`config.mk`:
```
export PLATFORM = sky130hd
export DESIGN_NAME = multimode_carrier_modulator
export DESIGN_NICKNAME = d
export VERILOG_FILES = /design/src/rtl/core/mcm_pkg.sv /design/src/rtl/core/mcm_ctrl.sv /design/src/rtl/core/mcm_datapath.sv /design/src/rtl/core/multimode_carrier_modulator.sv
export SDC_FILE = /design/constraint.sdc
export NUM_CORES = 2
export LEC_CHECK = 0
export BUFFER_PORTS_ARGS = -buffer_cell sky130_fd_sc_hd__clkbuf_2
export CAP_MARGIN = 10
export CORE_ASPECT_RATIO = 1.1
export CORE_MARGIN = 3
export CORE_UTILIZATION = 67
export DETAILED_ROUTE_END_ITERATION = 10
export PLACE_DENSITY = 0.84
export SLEW_MARGIN = 10
export SYNTH_ARGS = -nofsm -noshare
export SYNTH_HDL_FRONTEND = slang
export SYNTH_SLANG_ARGS = --single-unit
```
`constraint.sdc`:
```
create_clock -name clk -period 10.6 [get_ports clk]
set_input_delay 1.06 -clock clk [delete_from_list [all_inputs] [get_ports clk]]
set_output_delay 1.06 -clock clk [all_outputs]
set_load 0.1 [all_outputs]
```
`src/rtl/core/mcm_pkg.sv`:
```
// Shared constants and types for the multimode carrier modulator.
// Holds register indexes, mode codes, reset values and the control/status
// structs that join the controller to the datapath. No dependencies.
package mcm_pkg;

  // Fixed field widths of the sample and configuration interfaces.
  localparam int SAMPLE_W    = 16;
  localparam int MSG_W       = 16;
  localparam int CFG_DATA_W  = 32;
  localparam int CFG_INDEX_W = 3;

  // Configuration register indexes.
  localparam logic [CFG_INDEX_W-1:0] CFG_MODE         = 3'd0;
  localparam logic [CFG_INDEX_W-1:0] CFG_CARRIER_STEP = 3'd1;
  localparam logic [CFG_INDEX_W-1:0] CFG_MARK_STEP    = 3'd2;
  localparam logic [CFG_INDEX_W-1:0] CFG_SPACE_STEP   = 3'd3;
  localparam logic [CFG_INDEX_W-1:0] CFG_FM_GAIN      = 3'd4;
  localparam logic [CFG_INDEX_W-1:0] CFG_PM_GAIN      = 3'd5;
  localparam logic [CFG_INDEX_W-1:0] CFG_AM_DEPTH     = 3'd6;

  // Modulation mode codes; the two remaining codes give a silent output.
  localparam logic [2:0] MODE_ASK = 3'd0;
  localparam logic [2:0] MODE_AM  = 3'd1;
  localparam logic [2:0] MODE_FSK = 3'd2;
  localparam logic [2:0] MODE_FM  = 3'd3;
  localparam logic [2:0] MODE_PSK = 3'd4;
  localparam logic [2:0] MODE_PM  = 3'd5;

  // Register values after reset.
  localparam logic [2:0]  RST_MODE         = MODE_FM;
  localparam logic [31:0] RST_CARRIER_STEP = 32'd214748365;
  localparam logic [31:0] RST_MARK_STEP    = 32'd322122547;
  localparam logic [31:0] RST_SPACE_STEP   = 32'd107374182;
  localparam logic [30:0] RST_FM_GAIN      = 31'd85899346;
  localparam logic [30:0] RST_PM_GAIN      = 31'd1073741824;
  localparam logic [15:0] RST_AM_DEPTH     = 16'd32768;

  // Step commands from the controller to the datapath.
  typedef struct packed {
    logic load_item;
    logic mul;
    logic phase;
    logic look;
    logic scale;
    logic load_out;
  } dp_cmd_t;

  // Status from the datapath back to the controller.
  typedef struct packed {
    logic out_blocked;
  } dp_status_t;

endpackage

```
`src/rtl/core/mcm_ctrl.sv`:
```
// Sequencing controller of the multimode carrier modulator.
// Steps one accepted beat through the datapath; depends on mcm_pkg.
module mcm_ctrl (
  input  logic                clk,
  input  logic                rst,
  input  logic                in_valid,
  output logic                in_ready,
  input  mcm_pkg::dp_status_t status,
  output mcm_pkg::dp_cmd_t    cmd
);

  typedef enum logic [5:0] {
    ST_IDLE  = 6'b000001,
    ST_MUL   = 6'b000010,
    ST_PHASE = 6'b000100,
    ST_LOOK  = 6'b001000,
    ST_SCALE = 6'b010000,
    ST_OUT   = 6'b100000
  } state_t;

  state_t state;
  state_t state_next;

  // State register.
  always_ff @(posedge clk) begin
    if (rst) begin
      state <= ST_IDLE;
    end else begin
      state <= state_next;
    end
  end

  // Next state and the command for the current step.
  always_comb begin
    state_next = state;
    cmd        = '0;
    in_ready   = 1'b0;
    case (state)
      ST_IDLE: begin
        in_ready = 1'b1;
        if (in_valid) begin
          cmd.load_item = 1'b1;
          state_next    = ST_MUL;
        end
      end
      ST_MUL: begin
        cmd.mul    = 1'b1;
        state_next = ST_PHASE;
      end
      ST_PHASE: begin
        cmd.phase  = 1'b1;
        state_next = ST_LOOK;
      end
      ST_LOOK: begin
        cmd.look   = 1'b1;
        state_next = ST_SCALE;
      end
      ST_SCALE: begin
        cmd.scale  = 1'b1;
        state_next = ST_OUT;
      end
      ST_OUT: begin
        // Wait here while the previous result still sits unread.
        if (!status.out_blocked) begin
          cmd.load_out = 1'b1;
          state_next   = ST_IDLE;
        end
      end
      default: begin
        state_next = ST_IDLE;
      end
    endcase
  end

endmodule

```
`src/rtl/core/mcm_datapath.sv`:
```
// Datapath of the multimode carrier modulator: configuration registers,
// phase accumulators, multipliers, quarter-wave sine table and output
// register. Driven by mcm_ctrl commands; depends on mcm_pkg.
module mcm_datapath #(
  parameter int PHASE_BITS    = 32,
  parameter int LUT_ADDR_BITS = 10
) (
  input  logic                                    clk,
  input  logic                                    rst,
  input  logic                                    cfg_wr_en,
  input  logic [mcm_pkg::CFG_INDEX_W-1:0]         cfg_index,
  input  logic [mcm_pkg::CFG_DATA_W-1:0]          cfg_data,
  input  logic                                    msg_bit,
  input  logic signed [mcm_pkg::MSG_W-1:0]        msg_sample,
  input  logic                                    restart,
  output logic                                    out_valid,
  input  logic                                    out_ready,
  output logic signed [mcm_pkg::SAMPLE_W-1:0]     out_sample,
  input  mcm_pkg::dp_cmd_t                        cmd,
  output mcm_pkg::dp_status_t                     status
);

  // Sine table geometry: one quarter wave of QSIZE+1 magnitudes.
  localparam int QBITS  = LUT_ADDR_BITS - 2;
  localparam int QSIZE  = 1 << QBITS;
  localparam int MAG_W  = mcm_pkg::SAMPLE_W - 1;
  localparam int ROM_W  = (QSIZE + 1) * MAG_W;
  localparam logic [63:0] HALF_PI_Q30 = 64'd1686629713;
  localparam logic [63:0] AMP         = (64'd1 << MAG_W) - 64'd1;
  localparam logic [63:0] TAYLOR_DIV [1:7] = '{64'd6, 64'd20, 64'd42, 64'd72,
                                                64'd110, 64'd156, 64'd210};

  // Arithmetic widths.
  localparam int GAIN_PROD_W = 32 + mcm_pkg::MSG_W;
  localparam int DEV_W       = GAIN_PROD_W - 15;
  localparam int FACTOR_W    = 17 + mcm_pkg::MSG_W;
  localparam int AM_PROD_W   = mcm_pkg::SAMPLE_W + FACTOR_W;
  localparam int AM_Q_W      = AM_PROD_W - 31;

  localparam logic signed [FACTOR_W-1:0]  AM_UNITY = FACTOR_W'(64'd2147483648);
  localparam logic signed [AM_PROD_W-1:0] AM_HALF  = AM_PROD_W'(64'd1073741824);
  localparam logic signed [AM_Q_W-1:0] SAT_MAX =
    AM_Q_W'((64'sd1 <<< (mcm_pkg::SAMPLE_W - 1)) - 64'sd1);
  localparam logic signed [AM_Q_W-1:0] SAT_MIN =
    AM_Q_W'(-(64'sd1 <<< (mcm_pkg::SAMPLE_W - 1)));

  localparam logic [PHASE_BITS-1:0]    HALF_TURN = {1'b1, {(PHASE_BITS-1){1'b0}}};
  localparam logic [LUT_ADDR_BITS-2:0] QSIZE_IDX = {1'b1, {QBITS{1'b0}}};

  // Quarter-wave sine magnitude: Taylor series through x^15 in Q30,
  // clamped to one and scaled to the full-scale amplitude.
  function automatic logic [MAG_W-1:0] quarter_mag(input int unsigned j);
    logic [63:0]        x;
    logic [63:0]        t;
    logic signed [63:0] s;
    logic [63:0]        mag;
    x = (HALF_PI_Q30 * 64'(j)) >> QBITS;
    t = x;
    s = $signed(x);
    for (int n = 1; n <= 7; n++) begin
      t = (t * x) >> 30;
      t = ((t * x) >> 30) / TAYLOR_DIV[n];
      if ((n % 2) == 1) begin
        s = s - $signed(t);
      end else begin
        s = s + $signed(t);
      end
    end
    if (s < 0) begin
      s = 0;
    end
    if (s > 64'sd1073741824) begin
      s = 64'sd1073741824;
    end
    mag = (64'(s) * AMP + (64'd1 << 29)) >> 30;
    return mag[MAG_W-1:0];
  endfunction

  function automatic logic [ROM_W-1:0] build_rom();
    logic [ROM_W-1:0] rom;
    rom = '0;
    for (int k = 0; k <= QSIZE; k++) begin
      rom[k*MAG_W +: MAG_W] = quarter_mag(k);
    end
    return rom;
  endfunction

  localparam logic [ROM_W-1:0] SINE_ROM = build_rom();

  // Configuration registers.
  logic [2:0]  mode;
  logic [31:0] carrier_step;
  logic [31:0] mark_step;
  logic [31:0] space_step;
  logic [30:0] fm_gain;
  logic [30:0] pm_gain;
  logic [15:0] am_depth;

  // Item and working registers.
  logic                              item_bit;
  logic signed [mcm_pkg::MSG_W-1:0]  item_msg;
  logic                              item_restart;
  logic [PHASE_BITS-1:0]             time_phase;
  logic [PHASE_BITS-1:0]             mod_phase;
  logic [PHASE_BITS-1:0]             lookup_phase;
  logic signed [GAIN_PROD_W-1:0]     gain_prod;
  logic signed [FACTOR_W-1:0]        depth_prod;
  logic signed [FACTOR_W-1:0]        am_factor;
  logic signed [mcm_pkg::SAMPLE_W-1:0] carrier_smp;
  logic signed [AM_PROD_W-1:0]       am_prod;

  // Combinational values.
  logic [30:0]                       gain_sel;
  logic signed [DEV_W-1:0]           dev;
  logic [PHASE_BITS-1:0]             dev_ext;
  logic [PHASE_BITS-1:0]             carrier_ext;
  logic [PHASE_BITS-1:0]             fsk_ext;
  logic [PHASE_BITS-1:0]             mod_phase_next;
  logic [PHASE_BITS-1:0]             lookup_next;
  logic [LUT_ADDR_BITS-1:0]          lut_addr;
  logic [1:0]                        quad;
  logic [LUT_ADDR_BITS-2:0]          rom_idx;
  logic [MAG_W-1:0]                  mag;
  logic [mcm_pkg::SAMPLE_W-1:0]      mag_ext;
  logic signed [AM_PROD_W-1:0]       am_sum;
  logic signed [AM_Q_W-1:0]          am_q;
  logic signed [mcm_pkg::SAMPLE_W-1:0] y;

  // Configuration writes; unknown indexes are dropped.
  always_ff @(posedge clk) begin
    if (rst) begin
      mode         <= mcm_pkg::RST_MODE;
      carrier_step <= mcm_pkg::RST_CARRIER_STEP;
      mark_step    <= mcm_pkg::RST_MARK_STEP;
      space_step   <= mcm_pkg::RST_SPACE_STEP;
      fm_gain      <= mcm_pkg::RST_FM_GAIN;
      pm_gain      <= mcm_pkg::RST_PM_GAIN;
      am_depth     <= mcm_pkg::RST_AM_DEPTH;
    end else if (cfg_wr_en) begin
      case (cfg_index)
        mcm_pkg::CFG_MODE:         mode         <= cfg_data[2:0];
        mcm_pkg::CFG_CARRIER_STEP: carrier_step <= cfg_data[31:0];
        mcm_pkg::CFG_MARK_STEP:    mark_step    <= cfg_data[31:0];
        mcm_pkg::CFG_SPACE_STEP:   space_step   <= cfg_data[31:0];
        mcm_pkg::CFG_FM_GAIN:      fm_gain      <= cfg_data[30:0];
        mcm_pkg::CFG_PM_GAIN:      pm_gain      <= cfg_data[30:0];
        mcm_pkg::CFG_AM_DEPTH:     am_depth     <= cfg_data[15:0];
        default: ;
      endcase
    end
  end

  // Phase arithmetic for the phase step.
  assign gain_sel    = (mode == mcm_pkg::MODE_FM) ? fm_gain : pm_gain;
  assign dev         = $signed(gain_prod[GAIN_PROD_W-1:15]);
  assign dev_ext     = PHASE_BITS'(dev);
  assign carrier_ext = PHASE_BITS'(carrier_step);
  assign fsk_ext     = PHASE_BITS'(item_bit ? mark_step : space_step);

  always_comb begin
    mod_phase_next = mod_phase;
    lookup_next    = time_phase;
    case (mode)
      mcm_pkg::MODE_FSK: begin
        mod_phase_next = mod_phase + fsk_ext;
        lookup_next    = mod_phase_next;
      end
      mcm_pkg::MODE_FM: begin
        mod_phase_next = mod_phase + carrier_ext + dev_ext;
        lookup_next    = mod_phase_next;
      end
      mcm_pkg::MODE_PSK: begin
        lookup_next = time_phase + (item_bit ? HALF_TURN : '0);
      end
      mcm_pkg::MODE_PM: begin
        lookup_next = time_phase + dev_ext;
      end
      default: begin
        lookup_next = time_phase;
      end
    endcase
  end

  // Phase accumulators: cleared on a restart beat, advanced once per item.
  always_ff @(posedge clk) begin
    if (rst) begin
      time_phase <= '0;
      mod_phase  <= '0;
    end else if (cmd.mul && item_restart) begin
      time_phase <= '0;
      mod_phase  <= '0;
    end else if (cmd.phase) begin
      time_phase <= time_phase + carrier_ext;
      mod_phase  <= mod_phase_next;
    end
  end

  // Sine table read with quadrant mirroring.
  assign lut_addr = lookup_phase[PHASE_BITS-1 -: LUT_ADDR_BITS];
  assign quad     = lut_addr[LUT_ADDR_BITS-1 -: 2];
  assign rom_idx  = quad[0] ? (QSIZE_IDX - {1'b0, lut_addr[QBITS-1:0]})
                            : {1'b0, lut_addr[QBITS-1:0]};
  assign mag      = SINE_ROM[rom_idx*MAG_W +: MAG_W];
  assign mag_ext  = {1'b0, mag};

  // Item capture and the working pipeline of one item.
  always_ff @(posedge clk) begin
    if (cmd.load_item) begin
      item_bit     <= msg_bit;
      item_msg     <= msg_sample;
      item_restart <= restart;
    end
    if (cmd.mul) begin
      gain_prod  <= GAIN_PROD_W'($signed({1'b0, gain_sel})) * GAIN_PROD_W'(item_msg);
      depth_prod <= FACTOR_W'($signed({1'b0, am_depth})) * FACTOR_W'(item_msg);
    end
    if (cmd.phase) begin
      lookup_phase <= lookup_next;
      am_factor    <= AM_UNITY + depth_prod;
    end
    if (cmd.look) begin
      carrier_smp <= quad[1] ? -$signed(mag_ext) : $signed(mag_ext);
    end
    if (cmd.scale) begin
      am_prod <= AM_PROD_W'(carrier_smp) * AM_PROD_W'(am_factor);
    end
  end

  // AM rounding and saturation, and the final selection by mode.
  assign am_sum = am_prod + AM_HALF;
  assign am_q   = $signed(am_sum[AM_PROD_W-1:31]);

  always_comb begin
    y = '0;
    case (mode)
      mcm_pkg::MODE_ASK: begin
        y = item_bit ? carrier_smp : '0;
      end
      mcm_pkg::MODE_AM: begin
        if (am_q > SAT_MAX) begin
          y = SAT_MAX[mcm_pkg::SAMPLE_W-1:0];
        end else if (am_q < SAT_MIN) begin
          y = SAT_MIN[mcm_pkg::SAMPLE_W-1:0];
        end else begin
          y = am_q[mcm_pkg::SAMPLE_W-1:0];
        end
      end
      mcm_pkg::MODE_FSK, mcm_pkg::MODE_FM, mcm_pkg::MODE_PSK, mcm_pkg::MODE_PM: begin
        y = carrier_smp;
      end
      default: begin
        y = '0;
      end
    endcase
  end

  // Output register and its valid flag.
  always_ff @(posedge clk) begin
    if (rst) begin
      out_valid <= 1'b0;
    end else if (cmd.load_out) begin
      out_valid <= 1'b1;
    end else if (out_ready) begin
      out_valid <= 1'b0;
    end
  end

  always_ff @(posedge clk) begin
    if (cmd.load_out) begin
      out_sample <= y;
    end
  end

  assign status.out_blocked = out_valid && !out_ready;

endmodule

```
`src/rtl/core/multimode_carrier_modulator.sv`:
```
// Multimode carrier modulator (ASK, AM, FSK, FM, PSK, PM) on a phase
// accumulator and quarter-wave sine table. Each input beat is captured at its
// accepting edge and reaches the output register after the gain and depth
// multiply, phase update, sine lookup and AM scaling steps, and waits before
// the output register while the previous result there is still unread. The
// controller walks one beat at a time through these steps and takes no new
// beat until the current one is in the output register. There is no clearing
// pass after reset. Depends on mcm_pkg, mcm_ctrl and mcm_datapath.
module multimode_carrier_modulator #(
  parameter int PHASE_BITS    = 32,
  parameter int LUT_ADDR_BITS = 10
) (
  input  logic                                clk,
  input  logic                                rst,
  input  logic                                cfg_wr_en,
  input  logic [mcm_pkg::CFG_INDEX_W-1:0]     cfg_index,
  input  logic [mcm_pkg::CFG_DATA_W-1:0]      cfg_data,
  input  logic                                in_valid,
  output logic                                in_ready,
  input  logic                                msg_bit,
  input  logic signed [mcm_pkg::MSG_W-1:0]    msg_sample,
  input  logic                                restart,
  output logic                                out_valid,
  input  logic                                out_ready,
  output logic signed [mcm_pkg::SAMPLE_W-1:0] out_sample
);

  mcm_pkg::dp_cmd_t    cmd;
  mcm_pkg::dp_status_t status;

  // Step sequencer.
  mcm_ctrl u_ctrl (
    .clk      (clk),
    .rst      (rst),
    .in_valid (in_valid),
    .in_ready (in_ready),
    .status   (status),
    .cmd      (cmd)
  );

  // Arithmetic, phase state and output register.
  mcm_datapath #(
    .PHASE_BITS    (PHASE_BITS),
    .LUT_ADDR_BITS (LUT_ADDR_BITS)
  ) u_datapath (
    .clk        (clk),
    .rst        (rst),
    .cfg_wr_en  (cfg_wr_en),
    .cfg_index  (cfg_index),
    .cfg_data   (cfg_data),
    .msg_bit    (msg_bit),
    .msg_sample (msg_sample),
    .restart    (restart),
    .out_valid  (out_valid),
    .out_ready  (out_ready),
    .out_sample (out_sample),
    .cmd        (cmd),
    .status     (status)
  );

endmodule

```
After elaboration in Yosys (flattened, before gate mapping)
Cells that the tools add are included.
{"block": "totals", "register_bits": 492, "elab_cells": 101, "out_inout_bits": 18, "inputBits": 58}
{"block": "op_classes", "magnitude_cmp": 2, "mux": 25, "n_shift": 1, "addsub": 10, "n_eq_ne": 19, "n_reduce_logical": 18, "n_mul": 4}
{"op": "$shiftx 3855x14->15 const A", "n": 1}
{"op": "$add 32x32->32", "n": 6}
{"op": "$pmux 32 s4", "n": 1}
{"op": "$mux 32", "n": 2}
{"op": "$pmux 32 s2", "n": 1}
{"op": "$add 49x32->49 const B", "n": 1}
{"op": "$mul 16x33->49", "n": 1}
{"op": "$mux 16", "n": 3}
{"op": "$pmux 16 s3", "n": 1}
{"op": "$mul 32x16->47", "n": 1}
{"op": "$pmux 6 s6", "n": 1}
{"op": "$add 33x33->33 const A", "n": 1}
{"op": "$mul 17x16->33", "n": 1}
{"op": "$mux 31", "n": 1}
{"op": "$gt 18x16->1 const B", "n": 1}
{"op": "$lt 18x16->1 const B", "n": 1}
{"op": "$reduce_and 2->1", "n": 9}
{"op": "$neg 15->16", "n": 1}
{"op": "$eq 3x3->1 const B", "n": 5}
{"op": "$mux 15", "n": 1}
{"op": "$mul 9x4->13 const B", "n": 1}
{"op": "$eq 3x2->1 const B", "n": 4}
{"op": "$mux 6", "n": 2}
{"op": "$mux 1", "n": 11}
{"op": "16 further kinds", "n": 21}

Longest topological paths before layout
{"block": "logic_depth", "ltp_word": 6, "depth_mapped": 31, "mapped_depth_nobuf": 29}

By module
A second synthesis with hierarchy kept.
{"block": "hier_totals", "hier_cells": 8017, "hier_area_um2": 69253.9}
{"module": "mcm_datapath", "cells_each": 7975, "instances": 1, "area_each_um2": 68883.6, "seq_area_each_um2": 10159.7}
{"module": "mcm_ctrl", "cells_each": 42, "instances": 1, "area_each_um2": 370.4, "seq_area_each_um2": 120.1}

Worst setup path before layout
No wires, ideal clock.
{"block": "synth_timing", "path_kind": "register -> register", "from": "register u_datapath.mode[1]", "to": "register u_datapath.gain_prod[46] (data pin)", "slack_ps": 3195, "path_stages_with_launch": 28, "arrival_ps": 7145, "setup_time_ps": 260, "path_buffers": 3, "path_cell_list": "dfxtp_1 > and3b_1 > clkbuf_1 > buf_1 > nand2_1 > nand2_1 > clkbuf_1 > nand2_1 > fa_1 > fa_1 > fa_1 > inv_1 > fa_1 > fa_1 > inv_1 > fa_1 > inv_1 > ha_1 > a211oi_1 > a221oi_1 > o2111ai_1 > a21oi_1 > o21ai_0 > o21ai_0 > a211o_1 > o31a_1 > a21oi_1 > xnor2_1"}
{"block": "synth_between", "elab_chain_cells": 3}
{"element": "start: declaration", "line": "mcm_datapath.sv:91", "rtl": "logic [2:0] mode;"}
{"element": "start signal: assignment", "line": "mcm_datapath.sv:132", "rtl": "mode <= mcm_pkg::RST_MODE;"}
{"element": "start signal: assignment", "line": "mcm_datapath.sv:141", "rtl": "mcm_pkg::CFG_MODE: mode <= cfg_data[2:0];"}
{"element": "$eq 3x2->1", "line": "mcm_datapath.sv:154", "rtl": "assign gain_sel = (mode == mcm_pkg::MODE_FM) ? fm_gain : pm_gain;"}
{"element": "$mux 31", "line": "mcm_datapath.sv:154"}
{"element": "$mul 32x16->47", "line": "mcm_datapath.sv:214", "rtl": "gain_prod <= GAIN_PROD_W'($signed({1'b0, gain_sel})) * GAIN_PROD_W'(item_msg);"}
{"element": "end signal: assignment", "line": "mcm_datapath.sv:214"}
{"element": "end: declaration", "line": "mcm_datapath.sv:106", "rtl": "logic signed [GAIN_PROD_W-1:0] gain_prod;"}
Every way passes these cells.
A chain may end at the register's enable or synchronous reset.

Worst setup path in the final report
Ends and elaborated chain as after synthesis.

==> results.toml <==
[sta]
rsz0062_at_grt = "no"
slew-limit-headroom_pct = 13.3
worst_pin_slew_ps = 1290
slew_viol_final = 0
period_needed_ps = 8940
min_period_over_period_pct = 84.3
fin_skew_ps = 52.2
fin_tns_setup_ps = 0
setup-violations-final = 0
max_freq_mhz = 112
hold_violations = 0
setup_ws_ps = 1660

[power]
powerDensity_nw_per_um2 = 187
ir_worst_vdd_v = 0.000494
p_leak_nw = 33.4
power_mw = 13.3

[finish]
regArea_um2 = 10300
layout-drive-gt1-share_pct = 4.88
utilization_pct = 70.6
final_cell_area_um2 = 71500
syn_to_final_growth_pct = 4.13
final_nets = 9422
multi_input_area_um2 = 51700
nFillCells = 7549

[placement]
dpl.hpwl_um = 147000
pre_cts_ws_ps = 1830
place.gp.congestion = 1.03
port_buffers = 75
place_area_um2 = 69800

[flow_run]
drv_cap = 0

[worst_setup_path]
rr_startpoint = "u_datapath.mode[1]"
max_stage_delay_ps = 940
cp_slowest_cell = "and3b_2"
worstSetupEndpoint = "u_datapath.gain_prod[46]"
cp_max_fo = 44
critPathTopFamily = "adder cells"
path_buf_inv = 4
r2r_cells = 25
crit_start = "u_datapath.mode[1]"
r2r_setup_slack_ps = 1660
worstPathRequired_ps = 10980
crit_path_frequent_cell = "fa_1"
cp-end-kind = "flop"
cp.depth = 25
arrival_ps = 9310
reg2reg_to = "u_datapath.gain_prod[46]"
start_kind = "flop"
crit_type = "flop to flop"

[clock_network]
htreeDepth = 2
postCtsSetupBuffers = 0
clock_sinks = 425
clk_latency_ps = 650
post_cts_resized = 0
clock_tree.root_cell = "clkbuf_16"
path_clk_slew_ps = 70
cts_inserted_buffers = 48
cts_buffer_depth = 3
cts_hold_buf = 0
cts_tree = "done"

[detailed_routing]
vias_per_cell = 6.20
avgRoutedWirePerCell_um = 21.6
wirelength_um = 197000
drc_errors = 0
num_vias = 56400
drt_pre_antenna_iters = 9
ant_nets = 0
detail_route.iter0.violations = 5977

[logic_synthesis]
synth_area_leaders = "fa_1, ha_1, edfxtp_1"
syn_area_per_cell_um2 = 8.70
ys_async_sr_fraction_pct = 0
ys_types = 106
synth_flop_cell = "dfxtp_1"
syn-num-nets = 9613
synth_top_cell_by_area = "fa_1"
ys_seq_elements = 425
synth_seq_area_share_pct = 15.0
syn_area_um2 = 68700
syn_inst = 7893
yosysTopAreaCellShare_pct = 33.0
synth_edf_count = 177
yosys_warnings = 0

[global_routing]
gr-total-overflow = 0
grt_start_max_net_pins = 78
grt_pass1_vias = 59000
grt_pass1_wl_um = 312000
gr-usage-all-layers_pct = 37.1
antenna_found_initial = 14

[floorplan]
dieArea_um2 = 106000
die_h_um = 342
boundaryPins = 76
core_area_um2 = 101000
start_util_pct = 67.8
rows = 122
die_w_um = 311

[status]
status = "finished, final reports clean"

[hold_path]
hp-class = "flop to flop"
min_path_cells = 0
[cell usage in the layout (no fill, tap or decap), types with 25 or more instances in the layout]
cell type / n
a211oi_1: 60
a21o_1: 88
a21oi_1: 386
a31oi_1: 36
and2_1: 540
and3_1: 33
buf_4: 101
clkbuf_16: 48
clkbuf_2: 74
dfxtp_1: 248
edfxtp_1: 177
fa_1: 1130
ha_1: 532
inv_1: 1330
mux2_2: 39
nand2_1: 1370
nand2b_1: 70
nand3_1: 121
nand4_1: 34
nor2_1: 251
nor2b_1: 34
nor3_1: 72
o211ai_1: 50
o21a_1: 32
o21ai_0: 185
or3_1: 25
xnor2_1: 150
xor2_1: 60
[layer usage]
metal  up-vias  wire [µm]  track usage (%)
met5         -         84                0
met4        14      13200             21.6
met3       854      20100             6.58
met2      3376      92200             61.1
met1     27600      71100             46.3
li1      24600          -                -
[worst min path at each step]
stage                              start                        to  slack (ps)
2_1_floorplan   u_datapath.depth_prod[0]   u_datapath.am_factor[0]         400
3_3_place_gp   u_datapath.depth_prod[15]  u_datapath.am_factor[15]         400
3_5_place_dp   u_datapath.depth_prod[28]  u_datapath.am_factor[28]         400
4_1_cts         u_datapath.depth_prod[1]   u_datapath.am_factor[1]         420
5_1_grt         u_datapath.depth_prod[7]   u_datapath.am_factor[7]         430
6_report        u_datapath.depth_prod[1]   u_datapath.am_factor[1]         420
[synth_stat cells, drive strengths merged, types with 22 or more instances]
cell / number
a211oi: 61
a21o: 88
a21oi: 387
a31oi: 36
and2: 540
and3: 33
buf: 76
clkbuf: 340
dfxtp: 248
edfxtp: 177
fa: 1130
ha: 532
inv: 1336
mux2: 39
nand2: 1373
nand2b: 70
nand3: 122
nand4: 34
nor2: 255
nor2b: 35
nor3: 73
o211ai: 51
o21a: 32
o21ai: 195
o31ai: 22
or2: 23
or3: 26
xnor2: 155
xor2: 63
[stage by stage]
stage / hold slack (ps) / cells
floorplan: 400 / 7893
global placement: 401 / 9016
detailed placement: 405 / 9016
CTS: 419 / 9104
global route: 426 / 9106
finish: 417 / 9111
[layout make-up]
type                    count  area share (%)
clock buffers              53            1.72
repair buffers            175            1.58
clock inverters            35           0.548
diodes                      7          0.0245
inverters                1339            7.03
well taps                1364            2.39
multi-input cells        5713            72.3
flip-flops and latches    425            14.4
[logic make-up after synthesis]
family                     share of synthesized area, %
DFF                                                15.0
xor gates and xnor gates                           2.87
AOI/OAI and AO/OA                                  10.6
adders and majority gates                          42.6
and+or+nand+nor                                    18.1
muxes                                              1.01
buffers and inverters                              9.81
[flip-flops by register name, summed over array words and instances, names as in the netlist]
name,flops
u_datapath.am_factor,33
u_datapath.depth_prod,33
u_datapath.carrier_ext,32
u_datapath.gain_prod,32
u_datapath.mark_step,32
u_datapath.mod_phase,32
u_datapath.space_step,32
u_datapath.time_phase,32
u_datapath.fm_gain,31
u_datapath.pm_gain,31
u_datapath.am_prod,19
u_datapath.am_depth,16
u_datapath.carrier_smp,16
u_datapath.item_msg,16
u_datapath.out_sample,16
u_datapath.lookup_phase,10
u_ctrl.state,6
u_datapath.mode,3
u_datapath.item_bit,1
u_datapath.item_restart,1
u_datapath.out_valid,1
[where the power goes]
part	switching (mW)	internal (mW)	total [mW]
combinational	5.44	3.80	9.24
sequential	0.112	2.23	2.35
clock	0.779	0.979	1.76
total	6.33	7.01	13.3
Note: power is estimated with default switching activity, not from simulation.
